**config.mk**
```make
export PLATFORM = sky130hd
export DESIGN_NAME = fader_soft_takeover
export DESIGN_NICKNAME = d
export VERILOG_FILES = /design/src/rtl/fst_pkg.sv /design/src/rtl/fst_front.sv /design/src/rtl/fst_back.sv /design/src/rtl/fader_soft_takeover.sv
export SDC_FILE = /design/constraint.sdc
export NUM_CORES = 1
export LEC_CHECK = 0
export ABC_AREA = 1
export BUFFER_PORTS_ARGS = -buffer_cell sky130_fd_sc_hd__buf_2
export CORE_MARGIN = 2
export CORE_UTILIZATION = 60
export CTS_BUF_LIST = sky130_fd_sc_hd__clkbuf_4 sky130_fd_sc_hd__clkbuf_8
export DETAILED_ROUTE_END_ITERATION = 16
export PLACE_DENSITY = 0.77
export SYNTH_ARGS = -nofsm -noshare
export SYNTH_HDL_FRONTEND = slang
export SYNTH_SLANG_ARGS = --single-unit
```
**constraint.sdc**
```tcl
create_clock -name clk -period 8.6 [get_ports clk]
set_input_delay 0.86 -clock clk [delete_from_list [all_inputs] [get_ports clk]]
set_output_delay 0.86 -clock clk [all_outputs]
set_load 0.005 [all_outputs]
```
**src/rtl/fst_pkg.sv**
```systemverilog
`timescale 1ns / 1ps

package fst_pkg;

    // Size of the control bank and the number of faders without an LED.
    localparam int NUM_CONTROLS = 16;
    localparam int NUM_FADERS   = 4;

    // Field widths of the request and result items.
    localparam int CTRL_W  = 4;
    localparam int VALUE_W = 7;
    localparam int KIND_W  = 2;
    localparam int LED_W   = 2;

    // Only indices that fit the control field can ever reach the table.
    localparam int TABLE_DEPTH = (NUM_CONTROLS < (1 << CTRL_W)) ? NUM_CONTROLS : (1 << CTRL_W);
    localparam int TAB_IDX_W   = (TABLE_DEPTH > 1) ? $clog2(TABLE_DEPTH) : 1;

    // Reset value of the zero catch limit.
    localparam logic [VALUE_W-1:0] ZERO_CATCH_RESET = VALUE_W'(2);

    // Request kinds.
    typedef enum logic [KIND_W-1:0] {
        REQ_POSITION = 2'd0,
        REQ_PICKUP   = 2'd1,
        REQ_ENABLE   = 2'd2,
        REQ_DISABLE  = 2'd3
    } req_kind_t;

    // LED colour actions.
    typedef enum logic [LED_W-1:0] {
        LED_NONE       = 2'd0,
        LED_LIT_GREEN  = 2'd1,
        LED_LIT_ORANGE = 2'd2,
        LED_OFF        = 2'd3
    } led_t;

    // A classified request as it travels from the front to the back.
    typedef struct packed {
        req_kind_t              kind;
        logic [CTRL_W-1:0]      ctrl;
        logic [TAB_IDX_W-1:0]   slot;
        logic                   ctrl_ok;
        logic                   has_led;
        logic [VALUE_W-1:0]     value;
    } cmd_t;

endpackage

```
**src/rtl/fst_front.sv**
```systemverilog
`timescale 1ns / 1ps

module fst_front (
    input  logic                          clk,
    input  logic                          rst_n,
    input  logic                          in_valid,
    output logic                          in_ready,
    input  logic [fst_pkg::KIND_W-1:0]    req_type,
    input  logic [fst_pkg::CTRL_W-1:0]    control_index,
    input  logic [fst_pkg::VALUE_W-1:0]   value,
    output logic                          cmd_valid,
    input  logic                          cmd_ready,
    output fst_pkg::cmd_t                 cmd
);
    import fst_pkg::*;

    cmd_t        cmd_new;
    cmd_t        fifo_reg [2];
    logic        wr_ptr_reg;
    logic        wr_ptr_next;
    logic        rd_ptr_reg;
    logic        rd_ptr_next;
    logic [1:0]  count_reg;
    logic [1:0]  count_next;
    logic        push;
    logic        pop;

    // Classify the incoming request: range check, LED ownership and table slot.
    always_comb
    begin
        cmd_new.kind     = req_kind_t'(req_type);
        cmd_new.ctrl     = control_index;
        cmd_new.slot     = control_index[TAB_IDX_W-1:0];
        cmd_new.ctrl_ok  = 32'(control_index) < NUM_CONTROLS;
        cmd_new.has_led  = 32'(control_index) >= NUM_FADERS;
        cmd_new.value    = value;
    end

    // Two-entry queue handshakes.
    assign in_ready  = (count_reg != 2'd2);
    assign push      = in_valid && in_ready;
    assign cmd_valid = (count_reg != 2'd0);
    assign pop       = cmd_valid && cmd_ready;
    assign cmd       = fifo_reg[rd_ptr_reg];

    // Pointer and occupancy updates.
    always_comb
    begin
        wr_ptr_next = push ? ~wr_ptr_reg : wr_ptr_reg;
        rd_ptr_next = pop ? ~rd_ptr_reg : rd_ptr_reg;
        count_next  = count_reg + 2'(push) - 2'(pop);
    end

    always_ff @(posedge clk or negedge rst_n)
    begin
        if (!rst_n)
        begin
            wr_ptr_reg <= 1'b0;
            rd_ptr_reg <= 1'b0;
            count_reg  <= 2'd0;
        end
        else
        begin
            wr_ptr_reg <= wr_ptr_next;
            rd_ptr_reg <= rd_ptr_next;
            count_reg  <= count_next;
        end
    end

    // Queue storage; payload only, so no reset.
    always_ff @(posedge clk)
    begin
        if (push)
        begin
            fifo_reg[wr_ptr_reg] <= cmd_new;
        end
    end

endmodule

```
**src/rtl/fst_back.sv**
```systemverilog
`timescale 1ns / 1ps

module fst_back (
    input  logic                          clk,
    input  logic                          rst_n,
    input  logic                          cmd_valid,
    output logic                          cmd_ready,
    input  fst_pkg::cmd_t                 cmd,
    input  logic                          cfg_valid,
    output logic                          cfg_ready,
    input  logic [fst_pkg::VALUE_W-1:0]   cfg_data,
    output logic                          out_valid,
    input  logic                          out_ready,
    output logic [fst_pkg::CTRL_W-1:0]    control_out,
    output logic                          value_valid,
    output logic [fst_pkg::VALUE_W-1:0]   value_out,
    output logic [fst_pkg::LED_W-1:0]     led_action
);
    import fst_pkg::*;

    // Per-control table.
    logic [VALUE_W-1:0] last_pos_reg [TABLE_DEPTH];
    logic               known_reg    [TABLE_DEPTH];
    logic [VALUE_W-1:0] target_reg   [TABLE_DEPTH];
    logic               caught_reg   [TABLE_DEPTH];
    logic               enabled_reg  [TABLE_DEPTH];

    logic [VALUE_W-1:0] limit_reg;

    // Result register.
    logic               out_valid_reg;
    logic [CTRL_W-1:0]  control_out_reg;
    logic               value_valid_reg;
    logic [VALUE_W-1:0] value_out_reg;
    led_t               led_reg;

    logic               fire;
    logic [VALUE_W-1:0] cur_pos;
    logic               cur_known;
    logic [VALUE_W-1:0] cur_target;
    logic               cur_caught;
    logic               cur_enabled;
    logic               crossed;
    logic               zero_caught;

    logic [VALUE_W-1:0] last_pos_next;
    logic               known_next;
    logic [VALUE_W-1:0] target_next;
    logic               caught_next;
    logic               enabled_next;
    logic               value_valid_next;
    logic [VALUE_W-1:0] value_out_next;
    led_t               led_next;

    // The back takes a request whenever the result register is free or draining.
    assign cmd_ready = !out_valid_reg || out_ready;
    assign fire      = cmd_valid && cmd_ready;
    assign cfg_ready = 1'b1;

    // Read the addressed table entry.
    always_comb
    begin
        cur_pos     = last_pos_reg[cmd.slot];
        cur_known   = known_reg[cmd.slot];
        cur_target  = target_reg[cmd.slot];
        cur_caught  = caught_reg[cmd.slot];
        cur_enabled = enabled_reg[cmd.slot];
    end

    // Pickup tests: a move that crosses or touches the target, or a zero target caught low.
    always_comb
    begin
        crossed = cur_known &&
                  (((cur_target >= cur_pos) && (cur_target <= cmd.value)) ||
                   ((cur_target >= cmd.value) && (cur_target <= cur_pos)));
        zero_caught = (cur_target == '0) && (cmd.value <= limit_reg);
    end

    // Entry update and result for the request kind.
    always_comb
    begin
        last_pos_next    = cur_pos;
        known_next       = cur_known;
        target_next      = cur_target;
        caught_next      = cur_caught;
        enabled_next     = cur_enabled;
        value_valid_next = 1'b0;
        value_out_next   = '0;
        led_next         = LED_NONE;
        if (cmd.ctrl_ok)
        begin
            unique case (cmd.kind)
                REQ_POSITION:
                begin
                    caught_next   = cur_caught || crossed || zero_caught;
                    last_pos_next = cmd.value;
                    known_next    = 1'b1;
                    if (cur_enabled)
                    begin
                        if (cmd.has_led)
                        begin
                            led_next = caught_next ? LED_LIT_GREEN : LED_LIT_ORANGE;
                        end
                        if (caught_next)
                        begin
                            value_valid_next = 1'b1;
                            value_out_next   = cmd.value;
                        end
                    end
                end
                REQ_PICKUP:
                begin
                    target_next = cmd.value;
                    caught_next = cur_known && (cur_pos == cmd.value);
                    if (cmd.has_led)
                    begin
                        if (!cur_enabled)
                        begin
                            led_next = LED_OFF;
                        end
                        else
                        begin
                            led_next = caught_next ? LED_LIT_GREEN : LED_LIT_ORANGE;
                        end
                    end
                end
                REQ_ENABLE:
                begin
                    enabled_next = 1'b1;
                    if (cmd.has_led)
                    begin
                        led_next = cur_caught ? LED_LIT_GREEN : LED_LIT_ORANGE;
                    end
                end
                REQ_DISABLE:
                begin
                    enabled_next = 1'b0;
                    if (cmd.has_led)
                    begin
                        led_next = LED_OFF;
                    end
                end
                default:
                begin
                    led_next = LED_NONE;
                end
            endcase
        end
    end

    // Table write-back; faders start enabled, LED controls disabled.
    always_ff @(posedge clk or negedge rst_n)
    begin
        if (!rst_n)
        begin
            for (int i = 0; i < TABLE_DEPTH; i++)
            begin
                last_pos_reg[i] <= '0;
                known_reg[i]    <= 1'b0;
                target_reg[i]   <= '0;
                caught_reg[i]   <= 1'b0;
                enabled_reg[i]  <= (i < NUM_FADERS);
            end
        end
        else if (fire && cmd.ctrl_ok)
        begin
            last_pos_reg[cmd.slot] <= last_pos_next;
            known_reg[cmd.slot]    <= known_next;
            target_reg[cmd.slot]   <= target_next;
            caught_reg[cmd.slot]   <= caught_next;
            enabled_reg[cmd.slot]  <= enabled_next;
        end
    end

    // Zero catch limit register.
    always_ff @(posedge clk or negedge rst_n)
    begin
        if (!rst_n)
        begin
            limit_reg <= ZERO_CATCH_RESET;
        end
        else if (cfg_valid && cfg_ready)
        begin
            limit_reg <= cfg_data;
        end
    end

    // Result valid flag.
    always_ff @(posedge clk or negedge rst_n)
    begin
        if (!rst_n)
        begin
            out_valid_reg <= 1'b0;
        end
        else if (cmd_ready)
        begin
            out_valid_reg <= cmd_valid;
        end
    end

    // Result payload.
    always_ff @(posedge clk)
    begin
        if (fire)
        begin
            control_out_reg <= cmd.ctrl;
            value_valid_reg <= value_valid_next;
            value_out_reg   <= value_out_next;
            led_reg         <= led_next;
        end
    end

    assign out_valid   = out_valid_reg;
    assign control_out = control_out_reg;
    assign value_valid = value_valid_reg;
    assign value_out   = value_out_reg;
    assign led_action  = led_reg;

endmodule

```
**src/rtl/fader_soft_takeover.sv**
```systemverilog
`timescale 1ns / 1ps
// An accepted request waits in the two-entry front queue; the back then registers its result.
// Throughput: one request per cycle while out_ready holds; the two-entry queue and the table read-modify-write set it.
// Each table entry is read, updated and written back in the cycle in which the back takes a request.
// Reset: asynchronous, active low; clears the table, enables the faders, sets the limit to 2.
// The configuration write channel is always ready.

module fader_soft_takeover (
    input  logic                          clk,
    input  logic                          rst_n,
    input  logic                          in_valid,
    output logic                          in_ready,
    input  logic [fst_pkg::KIND_W-1:0]    req_type,
    input  logic [fst_pkg::CTRL_W-1:0]    control_index,
    input  logic [fst_pkg::VALUE_W-1:0]   value,
    output logic                          out_valid,
    input  logic                          out_ready,
    output logic [fst_pkg::CTRL_W-1:0]    control_out,
    output logic                          value_valid,
    output logic [fst_pkg::VALUE_W-1:0]   value_out,
    output logic [fst_pkg::LED_W-1:0]     led_action,
    input  logic                          cfg_valid,
    output logic                          cfg_ready,
    input  logic [fst_pkg::VALUE_W-1:0]   cfg_data
);
    import fst_pkg::*;

    cmd_t cmd;
    logic cmd_valid;
    logic cmd_ready;

    // Front: accepts and classifies requests into the queue.
    fst_front u_front (
        .clk           (clk),
        .rst_n         (rst_n),
        .in_valid      (in_valid),
        .in_ready      (in_ready),
        .req_type      (req_type),
        .control_index (control_index),
        .value         (value),
        .cmd_valid     (cmd_valid),
        .cmd_ready     (cmd_ready),
        .cmd           (cmd)
    );

    // Back: updates the pickup table and registers the result.
    fst_back u_back (
        .clk         (clk),
        .rst_n       (rst_n),
        .cmd_valid   (cmd_valid),
        .cmd_ready   (cmd_ready),
        .cmd         (cmd),
        .cfg_valid   (cfg_valid),
        .cfg_ready   (cfg_ready),
        .cfg_data    (cfg_data),
        .out_valid   (out_valid),
        .out_ready   (out_ready),
        .control_out (control_out),
        .value_valid (value_valid),
        .value_out   (value_out),
        .led_action  (led_action)
    );

endmodule

```
* Word level (Yosys, flattened, before mapping)
Memories as Yosys holds them, arrays and structs flattened.
Cells that the tools add are included.
** Word-level totals
- Register bits :: 298
- Bits in writable memories :: 36
- Output and inout port bits :: 17
- Word-level logic and storage cells :: 174
- Memories :: 1
** Memories
- u_front.fifo_reg :: depth 2, bits a word 18, rd ports 1, clocked after memory_dff 0, wr ports 1, line fst_front.sv:18 : cmd_t fifo_reg [2];
** Cells by class
- Add/sub/neg operators :: 2
- $lt $le $gt $ge :: 8
- Eq/ne operators :: 5
- Multiplexer cells :: 47
- Bitwise operators :: 3
- Reductions and logical operators :: 19
** Operator list (number)
- bitwise mux 112 bit :: 2
- two-way mux 7 bit :: 9
- binary-select mux 7 bit (select 4 bit) :: 2
- bitwise mux 16 bit :: 3
- demux 7 bit (select 4 bit) :: 1
- <= comparator 7 bit :: 3
- two-way mux 2 bit :: 9
- greater-or-equal comparator 7 bit :: 2
- two-way mux 1 bit :: 14
- binary-select mux 1 bit (select 4 bit) :: 3
- logical AND 1 bit :: 8
- one-hot mux 2 bit (4 select lines) :: 1
- == test 7 bit :: 1
- zero test 7 bit :: 1
- greater-or-equal comparator 5 bit, second input constant :: 1
- < comparator 5 x 1 -> 1 bit, second input constant :: 1
- inverter 4 -> 5 bit :: 1
- demux 1 bit (select 4 bit) :: 1
- == test 2 bit, second input constant :: 2
- greater-or-equal comparator 4 x 3 -> 1 bit, second input constant :: 1
- logical OR 1 bit :: 4
- one-hot mux 1 bit (2 select lines) :: 2
- AND reduction 4 bit :: 1
- AND reduction 3 bit :: 1
- 9 further kinds :: 10

* Longest topological paths before layout
An unclocked memory read counts as a cell.
- Depth after elaboration :: 15
- Gate-level depth with buffers :: 29

* By module
Synthesis repeated with hierarchy kept, for this count alone.
** Second synthesis, totals
- Cells, all modules :: 1886
- Area total of the unflattened synthesis :: 15258.4 µm²
** Modules (own cells, without submodules)
- fst_back :: times used 1, cells an instance 1774, area an instance 13925.9 µm²
- fst_front :: times used 1, cells an instance 112, area an instance 1332.5 µm²

* Worst setup path after synthesis
Ideal clock, no wire load.
- Path type :: register to register
- Start :: register u_front.rd_ptr_reg
- End :: register u_back.caught_reg[6] in the netlist's numbering
- Arrival :: 3211 ps
- Data required time :: 8534 ps
- Setup slack :: 5324 ps
- Cell stages (with the launch flop) :: 27
- Buffers on the path :: 3
- Period minus slack after synthesis :: 3276 ps
- Cells stage by stage :: dfrtp_1 > buf_6 > nand2_2 > inv_2 > nor2_4 > nand2_4 > inv_2 > clkbuf_1 > a22oi_1 > nand2_1 > nand2_1 > nand4_1 > ha_1 > nand2_1 > inv_1 > a221oi_1 > inv_1 > a21oi_1 > nand2_1 > nand3_1 > nand2_1 > nand2_1 > nand2_1 > nand3_4 > buf_8 > nand2_2 > nand2_1
** Between the ends
- Word-level cells in the longest chain between the ends :: 14
- Elaborated cells on any way between the ends :: 39
- Those cells by class :: order compare (7); eq/ne (2); mux (17); bitwise (1); reduce/logical (11); memory (1)
** Ends and longest elaborated chain
- start: declaration :: line fst_front.sv:21 : logic rd_ptr_reg;
- start signal: assignment :: line fst_front.sv:65 : rd_ptr_reg <= rd_ptr_next;
- memory read (2 x 18 bit) *
- inverter 4 -> 5 bit (not written as such)
- binary-select mux 7 bit (select 4 bit), on equally long branches :: line fst_back.sv:65, fst_back.sv:63
- two-way mux 7 bit, on equally long branches (2 in a row) :: line fst_back.sv:65, fst_back.sv:63
- greater-or-equal comparator 7 bit (tied with other cells) :: line fst_back.sv:74 : (((cur_target >= cur_pos) && (cur_target <= cmd.value)) ||
- logical AND 1 bit, on equally long branches :: line fst_back.sv:74, fst_back.sv:75
- logical OR 1 bit :: line fst_back.sv:74
- logical AND 1 bit :: line fst_back.sv:73 : crossed = cur_known &&
- logical OR 1 bit (2 in a row) :: line fst_back.sv:95 : caught_next = cur_caught || crossed || zero_caught;
- one-hot mux 1 bit (2 select lines) :: line fst_back.sv:92 : unique case (cmd.kind)
- two-way mux 1 bit :: line fst_back.sv:90 : if (cmd.ctrl_ok)
- bitwise mux 16 bit * :: line fst_back.sv:170 : caught_reg[cmd.slot] <= caught_next;
- end signal: indexed assignment :: line fst_back.sv:170
- end: declaration :: line fst_back.sv:25 : logic caught_reg [TABLE_DEPTH];
Mark *: on every way between the ends. The rest lies on a longest branch, timed or not. The select of a mux whose other input is x is not followed.
A chain may end at the register's enable or synchronous reset.

* Worst setup path after layout
- Start :: register u_front.rd_ptr_reg
- End :: register u_back.caught_reg[3] in the netlist's numbering
Same word-level chain as after synthesis.

==> results.json <==
{
  "outcome": "finished clean",
  "grtUsageTotal_pct": 31.0,
  "rows": 57,
  "synth_commonest_cells": "nand2_1, o21ai_0, dfrtp_1",
  "cts_resized": 0,
  "start_util_pct": 61.0,
  "power_uw": 7530,
  "synth.distinct_cells": 46,
  "place.detailed.hpwl_um": 24300,
  "ant_nets": 0,
  "hold_ws_ps": 356,
  "post-route-min-period_ps": 5000,
  "p_leak_uw": 0.00768,
  "p_int_uw": 4160,
  "drt_iter0_markers": 1576,
  "setup_slack_ps": 3600,
  "yosys-top-cells-area": "dfrtp_1, nand2_1, o21ai_0",
  "via_per_inst": 5.96,
  "syn-num-nets": 1685,
  "cp_data_required_time_ps": 9050,
  "async_flop_share_pct": 87.1,
  "cts_root_buf": "clkbuf_8",
  "period_share_pct": 58.2,
  "swShare_pct": 44.7,
  "critPathArrivalTime_ps": 5450,
  "post-cts-setup-buffers": 0,
  "power.switching_uw": 3370,
  "hold_buffers": 0,
  "io_buffers": 40,
  "p_seq_share_pct": 35.9,
  "clk_pin_slew_ps": 60,
  "drt_wl_total_um": 39500,
  "area_delta_synth_final_pct": 9.24,
  "diodes": 0,
  "wire_per_inst_um": 19.6,
  "synth_area_sq_um": 14800,
  "antenna_found_initial": 0,
  "fin_skew_ps": 8.62,
  "clockBufferDepth": 3,
  "core_area_sq_um": 24200,
  "clkLatencyLatePin_ps": 560,
  "path_class": "flop to flop",
  "cp-start-kind": "flop",
  "syn_inst": 1639,
  "grt_max_degree": 181,
  "synth.largest_area_cell": "dfrtp_1",
  "vias": 12004,
  "report.final.slew_viol_count": 0,
  "die_x_um": 161,
  "synth-edff-count": 42,
  "slew_headroom_pct": 14.5,
  "grt_pass1_wl_um": 62900,
  "io_pins": 42,
  "yosysSeqAreaShare_pct": 56.6,
  "firstDrtPassIters": 8,
  "layout-drive-gt1-share_pct": 12.4,
  "grt-ovfl-total": 0,
  "path_max_fanout": 34,
  "tightestPinTransition_ps": 1280,
  "fmax_mhz": 200,
  "nets": 1697,
  "die_h_um": 161,
  "fin_tns_setup_ps": 0,
  "end_kind": "flop",
  "grt_pass1_vias": 11522,
  "cap_violations": 0,
  "setup_viol": 0,
  "synth_top_area_share_pct": 47.2,
  "htreeDepth": 2,
  "yosysMostFrequentCell": "nand2_1",
  "finalHoldViolations": 0,
  "rsz0062_at_grt": "false",
  "clockPowerShare_pct": 18.1,
  "ys_ff_latch": 326,
  "hold_class": "input pin to async pin",
  "cts_tree": "yes",
  "numCtsBuffers": 52,
  "dieArea_sq_um": 25900,
  "drc_errors": 0,
  "place_ws_ps": 3770,
  "gp_congestion": 0.930,
  "cts.sinks": 326,
  "vdd_ir_drop_max_mv": 0.221,
  "yosysWarnings": 0,
  "power_density_nw_per_um2": 466,
  "comb_power_share_pct": 46.0,
  "synth_ff_type": "dfrtp_1",
  "syn_avg_cell_area_sq_um": 9.02
}
-- final timing paths --
| check | start | end | slack [ps] | depth (start not counted) |
|---|---|---|---|---|
| setup / recovery | u_front.rd_ptr_reg | u_back.caught_reg[3] | 3600 | 24 |
| max in group asynchronous | rst_n | u_back.target_reg[36] | 6810 | 2 |
| min in group clk | u_back.target_reg[87] | u_back.target_reg[87] | 480 | 2 |
| setup reg to reg | u_front.rd_ptr_reg | u_back.caught_reg[3] | 3600 | 24 |
| hold / removal | rst_n | u_back.last_pos_reg[33] | 360 | 1 |
| hold reg to reg | u_back.target_reg[87] | u_back.target_reg[87] | 480 | 2 |
-- cell families (layout without fill, tap and decap cells) --
| group | Yosys count | in the layout | synth area share [%] |
|---|---|---|---|
| DFF | 326 | 326 | 56.6 |
| xor gates and xnor gates | 5 | 5 | 0.296 |
| muxes | 2 | 2 | 0.144 |
| and+or+nand+nor | 580 | 580 | 16.5 |
| other | 1 | 1 | 0.0254 |
| adders and majority gates | 21 | 21 | 1.78 |
| AOI/OAI and AO/OA | 483 | 483 | 18.2 |
| buffers and inverters | 221 | 273 | 6.40 |
-- through the flow --
step / util [%] / cell area (sq um) / cells
final: 66.6 / 16200 / 2015
after global routing: 66.6 / 16200 / 2015
after CTS: 66.6 / 16200 / 2015
after detailed placement: 62.2 / 15100 / 1921
after global placement: 62.2 / 15100 / 1921
after floorplan: - / 14800 / 1639
-- power by group through the flow --
stage	Combinational (uW)	Clock, uW	Sequential, uW
after floorplan	2490	0	2590
after global placement	3290	0	2690
after detailed placement	3400	0	2700
after CTS	3410	1380	2690
after global routing	3880	1450	2770
final	3460	1370	2700
-- layout by cell type (no fill, tap or decap), types with 36 or more instances in the layout --
cell type	synthesis	routed
a22oi_1	51	51
buf_2	16	39
clkbuf_8	0	61
dfrtp_1	279	279
edfxtp_1	42	42
inv_1	109	109
nand2_1	432	432
nand3_1	36	36
nor2_1	55	55
o21ai_0	287	286
o21ai_1	38	39
o22ai_1	64	64
-- worst max-delay path: stages (launching register included) --
cell and delay, ps:
dfrtp_1 820, inv_2 230, nand2_2 270, nand2_4 170, nand2_4 450, inv_2 390, a22oi_1 250, nand2_1 80
nand2_1 60, nand2_1 50, nor2_1 280, inv_2 90, ha_1 270, nand2_1 80, inv_1 40, a221oi_1 340
nand2_1 90, nand3_1 80, nand3_1 70, nand2_1 60, nand2_1 110, nand2_1 120, nand3_4 250, nand2_2 140
nand2_1 60
-- layer usage --
metal | global-route usage, % | wire length (um)
met1 | 44.3 | 16600
met5 | 0 | 0
met2 | 47.8 | 17800
met4 | 12.6 | 1530
met3 | 5.50 | 3530
-- cell type report --
type	count	area (sq um)
Inverter	119	449
Tap cell	324	405
Clock inverter	10	68.8
Sequential cell	326	8370
Clock buffer	84	1010
Fill cell	1984	8090
Timing Repair Buffer	60	373
Multi-Input combinational cell	1092	5470
No activity file was read; power rests on OpenSTA's default activity.
